## src/design/spd_pkg.sv

```systemverilog
// Shared types and constants for the step peak detector.
package spd_pkg;

  localparam int unsigned WLEN_W     = 6;
  localparam int unsigned THR_W      = 15;
  localparam int unsigned HOLDOFF_W  = 6;
  localparam int unsigned SUM_OUT_W  = 7;
  localparam int unsigned CFG_IDX_W  = 2;
  localparam int unsigned CFG_DATA_W = 15;

  localparam logic [HOLDOFF_W-1:0] HOLDOFF_MAX = '1;

  localparam logic [CFG_IDX_W-1:0] CFG_WINDOW_LENGTH  = 2'd0;
  localparam logic [CFG_IDX_W-1:0] CFG_MOVE_THRESHOLD = 2'd1;
  localparam logic [CFG_IDX_W-1:0] CFG_TRIGGER_LEVEL  = 2'd2;

  localparam logic [WLEN_W-1:0] WINDOW_LENGTH_RST  = 6'd8;
  localparam logic [THR_W-1:0]  MOVE_THRESHOLD_RST = 15'd256;
  localparam logic [THR_W-1:0]  TRIGGER_LEVEL_RST  = 15'd4096;

  // Direction codes held in the window, two's complement
  localparam logic [1:0] DIR_NONE = 2'b00;
  localparam logic [1:0] DIR_FALL = 2'b01;
  localparam logic [1:0] DIR_RISE = 2'b11;

  typedef enum logic [1:0] {
    ST_IDLE,
    ST_EVAL,
    ST_SUM,
    ST_DECIDE
  } spd_state_e;

  typedef struct packed {
    logic capture;
    logic eval;
    logic accum;
    logic finish;
  } spd_cmd_t;

  typedef struct packed {
    logic last_tap;
    logic out_free;
  } spd_status_t;

endpackage

```

## src/design/spd_ctrl.sv

```systemverilog
// Sequencer for the step peak detector: capture, evaluate, sum, decide.
module spd_ctrl
  import spd_pkg::*;
(
  input  logic        clk_i,
  input  logic        rst_ni,
  input  logic        in_valid_i,
  output logic        in_stall_o,
  input  spd_status_t status_i,
  output spd_cmd_t    cmd_o
);

  spd_state_e state_q, state_d;

  always_ff @(posedge clk_i or negedge rst_ni) begin
    if (!rst_ni) begin
      state_q <= ST_IDLE;
    end else begin
      state_q <= state_d;
    end
  end

  always_comb begin
    state_d = state_q;
    cmd_o   = '0;
    unique case (state_q)
      ST_IDLE: begin
        if (in_valid_i) begin
          cmd_o.capture = 1'b1;
          state_d       = ST_EVAL;
        end
      end
      ST_EVAL: begin
        cmd_o.eval = 1'b1;
        state_d    = ST_SUM;
      end
      ST_SUM: begin
        cmd_o.accum = 1'b1;
        if (status_i.last_tap) begin
          state_d = ST_DECIDE;
        end
      end
      ST_DECIDE: begin
        // hold until the output register can take the result
        if (status_i.out_free) begin
          cmd_o.finish = 1'b1;
          state_d      = ST_IDLE;
        end
      end
      default: begin
        state_d = ST_IDLE;
      end
    endcase
  end

  assign in_stall_o = (state_q != ST_IDLE);

endmodule

```

## src/design/spd_datapath.sv

```systemverilog
// Datapath: config registers, sample state, direction window, summing and output register.
module spd_datapath
  import spd_pkg::*;
#(
  parameter int unsigned MAX_WINDOW   = 32,
  parameter int unsigned SAMPLE_WIDTH = 16
) (
  input  logic                           clk_i,
  input  logic                           rst_ni,
  input  spd_cmd_t                       cmd_i,
  output spd_status_t                    status_o,
  input  logic signed [SAMPLE_WIDTH-1:0] sample_i,
  input  logic                           cfg_we_i,
  input  logic [CFG_IDX_W-1:0]           cfg_index_i,
  input  logic [CFG_DATA_W-1:0]          cfg_data_i,
  output logic                           out_valid_o,
  input  logic                           out_stall_i,
  output logic                           step_o,
  output logic                           moved_o,
  output logic signed [SUM_OUT_W-1:0]    direction_sum_o
);

  localparam int unsigned NW    = $clog2(MAX_WINDOW + 1);
  localparam int unsigned IW    = $clog2(MAX_WINDOW);
  localparam int unsigned SUM_W = NW + 1;
  localparam int unsigned LW    = (NW > WLEN_W) ? NW : WLEN_W;
  localparam int unsigned CW    = ((SAMPLE_WIDTH > THR_W) ? SAMPLE_WIDTH : THR_W) + 2;
  localparam int unsigned SE_W  = SUM_W + SUM_OUT_W;

  logic [WLEN_W-1:0] win_len_q;
  logic [THR_W-1:0]  move_thr_q;
  logic [THR_W-1:0]  trig_q;

  logic signed [SAMPLE_WIDTH-1:0] sample_q;
  logic signed [SAMPLE_WIDTH-1:0] last_q;
  logic [1:0]                     win_q [MAX_WINDOW];
  logic [HOLDOFF_W-1:0]           hold_q;
  logic                           moved_q;
  logic signed [SUM_W-1:0]        sum_q;
  logic [IW-1:0]                  idx_q;

  logic                           out_valid_q;
  logic                           step_q;
  logic                           moved_out_q;
  logic signed [SUM_OUT_W-1:0]    sum_out_q;

  // effective window length, clamped to 1..MAX_WINDOW
  logic [LW-1:0] wl_ext;
  logic [NW-1:0] n_eff;

  always_comb begin
    wl_ext = LW'(win_len_q);
    if (wl_ext == '0) begin
      n_eff = NW'(1);
    end else if (wl_ext > LW'(MAX_WINDOW)) begin
      n_eff = NW'(MAX_WINDOW);
    end else begin
      n_eff = NW'(wl_ext);
    end
  end

  // movement compare
  logic signed [CW-1:0] s_ext, last_ext, thr_ext, trig_ext;
  logic                 rise, fall;

  assign s_ext    = CW'(sample_q);
  assign last_ext = CW'(last_q);
  assign thr_ext  = CW'($signed({1'b0, move_thr_q}));
  assign trig_ext = CW'($signed({1'b0, trig_q}));
  assign rise     = last_ext < (s_ext - thr_ext);
  assign fall     = !rise && (last_ext > (s_ext + thr_ext));

  // window tap selected by the summing counter
  logic signed [1:0] tap;
  assign tap = win_q[idx_q];

  assign status_o.last_tap = (idx_q == IW'(n_eff - NW'(1)));
  assign status_o.out_free = !out_valid_q || !out_stall_i;

  // step decision
  logic step_hit;
  logic hold_gt;
  logic trig_hit;

  assign hold_gt  = (LW + 1)'(hold_q) > (LW + 1)'(n_eff);
  assign trig_hit = (s_ext >= trig_ext) || (s_ext <= -trig_ext);
  assign step_hit = moved_q && (sum_q == '0) && hold_gt && trig_hit;

  // clamp the window sum into the output field
  logic signed [SE_W-1:0]      sum_se;
  logic signed [SUM_OUT_W-1:0] sum_sat;

  always_comb begin
    sum_se = SE_W'(sum_q);
    if (sum_se > SE_W'(63)) begin
      sum_sat = SUM_OUT_W'(63);
    end else if (sum_se < -SE_W'(64)) begin
      sum_sat = SUM_OUT_W'(-64);
    end else begin
      sum_sat = SUM_OUT_W'(sum_se);
    end
  end

  always_ff @(posedge clk_i or negedge rst_ni) begin
    if (!rst_ni) begin
      win_len_q  <= WINDOW_LENGTH_RST;
      move_thr_q <= MOVE_THRESHOLD_RST;
      trig_q     <= TRIGGER_LEVEL_RST;
    end else if (cfg_we_i) begin
      unique case (cfg_index_i)
        CFG_WINDOW_LENGTH:  win_len_q  <= cfg_data_i[WLEN_W-1:0];
        CFG_MOVE_THRESHOLD: move_thr_q <= cfg_data_i[THR_W-1:0];
        CFG_TRIGGER_LEVEL:  trig_q     <= cfg_data_i[THR_W-1:0];
        default: ;
      endcase
    end
  end

  always_ff @(posedge clk_i) begin
    if (cmd_i.capture) begin
      sample_q <= sample_i;
    end
  end

  always_ff @(posedge clk_i or negedge rst_ni) begin
    if (!rst_ni) begin
      last_q  <= '0;
      hold_q  <= '0;
      moved_q <= 1'b0;
      for (int i = 0; i < MAX_WINDOW; i++) begin
        win_q[i] <= DIR_NONE;
      end
    end else begin
      if (cmd_i.eval) begin
        moved_q <= rise || fall;
        if (rise || fall) begin
          last_q <= sample_q;
          for (int i = MAX_WINDOW - 1; i > 0; i--) begin
            win_q[i] <= win_q[i-1];
          end
          win_q[0] <= rise ? DIR_RISE : DIR_FALL;
          if (hold_q != HOLDOFF_MAX) begin
            hold_q <= hold_q + HOLDOFF_W'(1);
          end
        end
      end else if (cmd_i.finish && step_hit) begin
        hold_q <= '0;
      end
    end
  end

  always_ff @(posedge clk_i) begin
    if (cmd_i.eval) begin
      sum_q <= '0;
      idx_q <= '0;
    end else if (cmd_i.accum) begin
      sum_q <= sum_q + SUM_W'(tap);
      idx_q <= idx_q + IW'(1);
    end
  end

  always_ff @(posedge clk_i or negedge rst_ni) begin
    if (!rst_ni) begin
      out_valid_q <= 1'b0;
    end else if (cmd_i.finish) begin
      out_valid_q <= 1'b1;
    end else if (!out_stall_i) begin
      out_valid_q <= 1'b0;
    end
  end

  always_ff @(posedge clk_i) begin
    if (cmd_i.finish) begin
      step_q      <= step_hit;
      moved_out_q <= moved_q;
      sum_out_q   <= sum_sat;
    end
  end

  assign out_valid_o     = out_valid_q;
  assign step_o          = step_q;
  assign moved_o         = moved_out_q;
  assign direction_sum_o = sum_out_q;

endmodule

```

## src/design/step_peak_detector.sv

```systemverilog
// Step peak detector top level: sequencer plus datapath, config write port.
// Each item is captured, evaluated, summed over n = clamped window_length entries
// at one entry per cycle, and decided; no new item is taken in before its result is loaded.
// The output register holds a result while the next item is taken in.
// Reset (async, active low) restores config defaults, clears the window,
// hold-off count and last sample, and empties the output register.
module step_peak_detector
  import spd_pkg::*;
#(
  parameter int unsigned MAX_WINDOW   = 32,
  parameter int unsigned SAMPLE_WIDTH = 16
) (
  input  logic                           clk_i,
  input  logic                           rst_ni,
  input  logic                           in_valid_i,
  output logic                           in_stall_o,
  input  logic signed [SAMPLE_WIDTH-1:0] sample_i,
  output logic                           out_valid_o,
  input  logic                           out_stall_i,
  output logic                           step_o,
  output logic                           moved_o,
  output logic signed [SUM_OUT_W-1:0]    direction_sum_o,
  input  logic                           cfg_valid_i,
  output logic                           cfg_ready_o,
  input  logic [CFG_IDX_W-1:0]           cfg_index_i,
  input  logic [CFG_DATA_W-1:0]          cfg_data_i
);

  spd_cmd_t    cmd;
  spd_status_t status;

  assign cfg_ready_o = 1'b1;

  spd_ctrl u_ctrl (
    .clk_i      (clk_i),
    .rst_ni     (rst_ni),
    .in_valid_i (in_valid_i),
    .in_stall_o (in_stall_o),
    .status_i   (status),
    .cmd_o      (cmd)
  );

  spd_datapath #(
    .MAX_WINDOW   (MAX_WINDOW),
    .SAMPLE_WIDTH (SAMPLE_WIDTH)
  ) u_datapath (
    .clk_i           (clk_i),
    .rst_ni          (rst_ni),
    .cmd_i           (cmd),
    .status_o        (status),
    .sample_i        (sample_i),
    .cfg_we_i        (cfg_valid_i && cfg_ready_o),
    .cfg_index_i     (cfg_index_i),
    .cfg_data_i      (cfg_data_i),
    .out_valid_o     (out_valid_o),
    .out_stall_i     (out_stall_i),
    .step_o          (step_o),
    .moved_o         (moved_o),
    .direction_sum_o (direction_sum_o)
  );

  a_capture_then_eval: assert property (@(posedge clk_i) disable iff (!rst_ni)
    cmd.capture |=> cmd.eval)
    else $error("evaluation did not follow a sample transfer");

  a_finish_needs_room: assert property (@(posedge clk_i) disable iff (!rst_ni)
    cmd.finish |-> status.out_free)
    else $error("result loaded over an untaken result");

  a_step_consistent: assert property (@(posedge clk_i) disable iff (!rst_ni)
    (out_valid_o && step_o) |-> (moved_o && (direction_sum_o == '0)))
    else $error("step flagged without movement or with nonzero window sum");

  a_accept_only_idle: assert property (@(posedge clk_i) disable iff (!rst_ni)
    (in_valid_i && !in_stall_o) |-> cmd.capture)
    else $error("sample transfer without capture");

endmodule

```

## config.mk

```make
export PLATFORM = sky130hd
export DESIGN_NAME = step_peak_detector
export DESIGN_NICKNAME = d
export VERILOG_FILES = /design/src/design/spd_pkg.sv /design/src/design/spd_ctrl.sv /design/src/design/spd_datapath.sv /design/src/design/step_peak_detector.sv
export SDC_FILE = /design/constraint.sdc
export NUM_CORES = 1
export LEC_CHECK = 0
export BUFFER_PORTS_ARGS = -buffer_cell sky130_fd_sc_hd__buf_2
export CAP_MARGIN = 20
export CORE_MARGIN = 2
export CORE_UTILIZATION = 41
export CTS_CLUSTER_SIZE = 14
export DETAILED_ROUTE_END_ITERATION = 8
export SYNTH_ARGS = -nofsm -noshare
export SYNTH_HDL_FRONTEND = slang
export SYNTH_SLANG_ARGS = --single-unit
```

## constraint.sdc

```tcl
create_clock -name clk_i -period 13.23 [get_ports clk_i]
set_input_delay 1.323 -clock clk_i [delete_from_list [all_inputs] [get_ports clk_i]]
set_output_delay 1.323 -clock clk_i [all_outputs]
set_load 0.03 [all_outputs]
```

Word-level counts from Yosys, hierarchy flattened
Cells that the tools add are included.
{ "classes": {"addsub": 7, "n_lt_le_gt_ge": 9, "reduce_logical": 23, "n_bitwise": 1, "n_eq_ne": 13, "mux": 23} }
{ "ops": {"columns": ["operator", "count"], "rows": [
  ["two-way mux 6 bit", 6],
  ["<= comparator 16 x 18 -> 1 bit", 1],
  ["negation 15 -> 18 bit", 1],
  ["adder 16 x 16 -> 17 bit", 1],
  ["greater-than comparator 16 x 17 -> 1 bit", 1],
  ["less-than comparator 16 x 17 -> 1 bit", 1],
  ["subtractor 16 x 16 -> 17 bit", 1],
  ["greater-or-equal comparator 16 bit", 1],
  ["two-way mux 2 bit", 6],
  ["binary-select mux 2 bit (select 5 bit)", 1],
  ["two-way mux 1 bit", 8],
  ["case mux 2 bit (4 select lines)", 1],
  ["AND reduction 2 bit", 4],
  ["adder 7 x 2 -> 7 bit", 1],
  ["greater-than comparator 7 bit (second input constant)", 1],
  ["zero test 7 bit", 1],
  ["less-than comparator 7 bit (second input constant)", 1],
  ["two-way mux 7 bit", 1],
  ["adder 6 x 1 -> 6 bit (second input constant)", 1],
  ["== test 2 bit (second input constant)", 3],
  ["greater-or-equal comparator 6 bit (second input constant)", 1],
  ["greater-than comparator 6 bit", 1],
  ["greater-than comparator 6 bit (second input constant)", 1],
  ["zero test 6 bit", 1],
  ["14 further kinds", 30]
]} }
{ "word_totals": {"elab_cells": 122, "regBits": 163, "out_inout_bits": 12, "in_bits": 38} }

Depth between registers and ports, before layout
{ "depth": {"depth_word": 9, "ltp_mapped": 22} }

By module
A second synthesis with hierarchy kept.
{ "hier_totals": {"cells_unflattened": 911, "area_unflattened_um2": 10243.6} }
{ "by_module_without_submodules": {"columns": ["module", "n_inst", "area_each_um2", "seq_area_each_um2", "cells_each"], "rows": [
  ["spd_datapath", 1, 10052.1, 4097.7, 890],
  ["spd_ctrl", 1, 180.2, 50.0, 19],
  ["step_peak_detector", 1, 11.3, 0.0, 2]
]} }

Least setup slack after synthesis
Ideal clock, no wire load.
{ "synth_path": {"path_type": "reg2reg", "startpoint": "register u_datapath.sample_q[2]", "endpoint": "register u_datapath.win_q[0] (netlist name)", "stages_incl_launch_ff": 20, "setup_time_ns": 0.127, "t_arrival_ns": 4.430, "required_ns": 13.103, "path_buffers": 3, "setup_slack_ns": 8.673, "period_less_slack_ns": 4.557, "path_cell_list": "edfxtp_1 > ha_1 > buf_2 > nand2b_1 > o311ai_1 > a211oi_1 > nor4_1 > o41ai_1 > a221o_1 > nor4_1 > a311o_1 > ha_1 > nand3_1 > or4_1 > o221ai_1 > nand4b_1 > nand2_2 > buf_4 > buf_4 > mux2_1"} }
{ "synth_via": {"elab_chain_cells": 6, "elab_cells_between_ends": 8} }
{ "synth_rtl": {"columns": ["item", "line", "rtl"], "rows": [
  ["start, declared", "spd_datapath.sv:34", "logic signed [SAMPLE_WIDTH-1:0] sample_q;"],
  ["start signal, assigned", "spd_datapath.sv:121", "sample_q <= sample_i;"],
  ["subtractor 16 x 16 -> 17 bit", "spd_datapath.sv:70", "assign rise = last_ext < (s_ext - thr_ext);"],
  ["less-than comparator 16 x 17 -> 1 bit", "spd_datapath.sv:70", null],
  ["zero test 1 bit", "spd_datapath.sv:71", "assign fall = !rise && (last_ext > (s_ext + thr_ext));"],
  ["logical AND 1 bit", "spd_datapath.sv:71", null],
  ["logical OR 1 bit (*)", "spd_datapath.sv:136", "if (rise || fall) begin"],
  ["AND reduction 2 bit (no line) (*)", null, null],
  ["end signal, assigned by index", "spd_datapath.sv:139", "win_q[i] <= win_q[i-1];"],
  ["end, declared", "spd_datapath.sv:36", "logic [1:0] win_q [MAX_WINDOW];"]
]} }
Every way passes the cells marked *; elsewhere a longest branch is shown, timed or not.
A chain may end at the register's enable or synchronous reset.

Worst setup path after layout
{ "layout_path": {"startpoint": "register u_datapath.sample_q[1]", "endpoint": "register u_datapath.win_q[6] (netlist name)"} }
The elaborated chain is that of the path after synthesis.

==> impl_results.md <==
- Power Density: 213 nW/um^2
- Ranking of synthesized cells by area: dfrtp_1, ha_1, mux2_1
- WL/cell: 17.0 microns
- Post-cts resize count: 0
- List of most frequent post-synthesis cells: dfrtp_1, ha_1, mux2_1
- Max_cap viols: 0
- Vias in the first global route: 6960
- P_leak: about 5.2 nW
- Worst slew pin tran: 1030 ps
- Hold path cells: 1
- Status: finished clean
- Skew final: 12.1 ps
- N_diodes: 0
- Crit Path Max Fanout: 83
- Switching portion of total power: 40.9%
- Final WL: 21700 microns
- DIE WIDTH: 162 microns
- Post-synth EDFFs: 25
- Post-synth top flop: dfrtp_1
- Clock network power share: 19.9%
- # IOs: 50
- Yosys warnings: 0
- Hold Path Class: flop to flop
- RSZ-0062 raised after global routing: false
- Asr flop ratio synth: 77.3%
- Fin crit share: 43.7%
- Fillers: 2274
- CTS hold repair buffers: 0
- Synth Register Bits: 163
- FF-to-FF Start: u_datapath.sample_q[1]
- IO buf count: 48
- Reg-to-reg endpoint: u_datapath.win_q[6]
- GRT Util Overall: 17.6%
- Crit. End Element: flop
- Peak supply drop: ~0.16 mV
- Routability congestion estimate: 0.804
- Largest net degree at the start of global routing: 84
- Clock Latency Late Sink: 430 ps
- DP Worst Slack: 7470 ps
- # DRC: 0
- Starting density of the core: a little over two fifths
- Layout area overhead: 10.8%
- FMAX: 0.173 GHz
- Post-synth top area cell: dfrtp_1
- Clock slew at reported path FFs: 70 ps
- Hold path start: u_datapath.win_q[1]
- Vert. Die Dim: 162 microns
- HPWL after detailed placement: 16000 microns
- Mapped Area: 10300 sq um
- Sinks on Clock Net: approximately 160
- Fin worst setup slack: around 7400 ps
- Setup_tns: 0 ps
- Cell Int Power: around 1.4 mW
- Multi-input gate area: 5700 sq um
- Via density: between 5 and 6
- Synth Area per Inst: 11.3 sq um
- Final Setup Violations: 0
- Setup Buffers After CTS: 0
- Synth cell types: 76
- First-pass DRT Iterations: 4
- Grt ovf: 0
- CTS tree: yes
- Post-synthesis sequential area ratio: roughly two fifths
- Fin Hold WS: 486 ps
- Initial DRC count: 329
- Sequential Power Share: approximately 32%
- Sw power: 0.990 mW
- Inserted Clock Buffers: 17
- First-pass GRT wire length: 36300 microns
- Row Count: 57
- Fin area: ~11000 sq um
- Critical path arrival: 6100 ps
- Flop2flop setup slack: 7440 ps
- CTS Buffer Depth: 2
- Final hold vios: 0
- Cells after synthesis: 909
- Fin crit period: 5790 ps
- Max-slew violation count: 0
- Placed Instance Area: 10800 sq um
- Setup Crit Path Kind: flop to flop
- Vias: around 6800
- Worst endpoint required time: around 14000 ps
- Final ANT Viol Nets: 0
- Tot Pwr: between 2 and 2.5 mW
- Top cell type's share of synthesized area: 30.0%
- R2r worst-path depth: 17
- CTS root buffer: clkbuf_16
- Storage element area: 4150 sq um
- Logic pwr share: 47.8%
- Synth Net Count: roughly 1100
- Startpoint Class: flop
- Core ar.: 24500 sq um
- Fin nets: 1101
- H-tree levels: 4
- Top-count cell post-synth: dfrtp_1
- Share of cells above drive strength 1: 14.8%
- Die ar.: 26300 sq um
- Slew HR: 31.1%
- Initial antenna violation count: 0
- Hold Path End: u_datapath.win_q[1]
[worst max-delay path: stages, from the launching register on]
cell	delay, ps
edfxtp_1	550
ha_1	370
nor2b_1	180
o311ai_1	140
a211oi_1	370
nor4_1	120
o41ai_1	470
a221o_1	300
nor4_1	60
a311o_1	350
ha_1	300
nand3_1	100
or4_1	510
o221ai_1	210
nand4b_1	220
nand2_4	180
buf_4	800
mux2_1	400
[per-stage QoR]
step | utilization (%) | cells
2_1_floorplan | - | 909
3_3_place_gp | 44.0 | 1248
3_5_place_dp | 44.0 | 1248
4_1_cts | 46.3 | 1280
5_1_grt | 46.5 | 1281
6_report | 46.5 | 1281
[area by class of cell]
cell class                 instances  share of cell area, %
clock inverter                    14                   1.22
tap                              324                   3.57
inverter                          64                   2.11
sequential                       163                   36.5
clock buffer                      18                   3.78
timing repair buffer              53                   2.64
multi-input combinational        645                   50.2
[metal layers]
metal / track usage (%) / share of wire (%)
met2: 27.6 / 45
met3: 2.94 / 2.8
met4: 5.35 / 1.4
met1: 24.9 / 51
met5: 0 / 0
[registers in the layout, summed over array words and instances (netlist names)]
register                    count
u_datapath.moved_q              1
u_datapath.moved_o              1
u_datapath.out_valid_o          1
u_datapath.last_q              16
u_datapath.win_len_q            6
u_ctrl.state_q                  2
u_datapath.sum_q                7
u_datapath.idx_q                5
u_datapath.hold_q               6
u_datapath.move_thr_q          15
u_datapath.win_q               64
u_datapath.direction_sum_o      7
u_datapath.sample_q            16
u_datapath.trig_q              15
u_datapath.step_o               1
[cell families after synthesis]
family,after synthesis,share of synthesized area [%]
buffers and inverters,101,4.01
xor gates and xnor gates,52,4.51
AOI/OAI and AO/OA,136,8.66
adders and majority gates,119,14.7
DFF,163,40.4
other,1,0.0366
and+or+nand+nor,194,9.50
muxes,143,18.1
[layout by cell type (no fill, tap or decap), types with 6 or more instances in the layout]
cell type and instances:
inv_6 7, and3_1 6, xor2_1 13, nand2b_1 12, nor2_1 57, inv_1 63, dfxtp_1 12, xnor2_1 38
mux4_2 15, o21ai_1 9, nor2b_1 8, mux2_1 78, a21oi_1 43, a21o_1 15, nor4_1 9, o21ai_0 18
nand4_1 11, mux2_2 36, ha_1 116, nand2_1 37, buf_2 47, nor3_1 14, nand3_1 13, dfrtp_1 123
mux2i_1 8, clkbuf_16 17, edfxtp_1 25
[worst max-delay path by stage]
stage	startpoint	end	depth (start not counted)
after global placement	u_datapath.sample_q[2]	u_datapath.hold_q[4]	18
after detailed placement	u_datapath.sample_q[2]	u_datapath.win_q[6]	17
final	u_datapath.sample_q[1]	u_datapath.win_q[6]	17
after floorplan	u_datapath.sample_q[2]	u_datapath.win_q[0]	19
after CTS	u_datapath.sample_q[1]	u_datapath.hold_q[3]	18
after global routing	u_datapath.sample_q[1]	u_datapath.hold_q[4]	18
[power by group through the flow]
stage	Clock, mW	Sequential (mW)	Combinational, mW
floorplan	0	0.757	0.926
global placement	0	0.792	1.13
detailed placement	0	0.793	1.15
CTS	0.496	0.785	1.16
global route	0.517	0.806	1.32
finish	0.482	0.784	1.16
No activity file was read; power rests on OpenSTA's default activity.
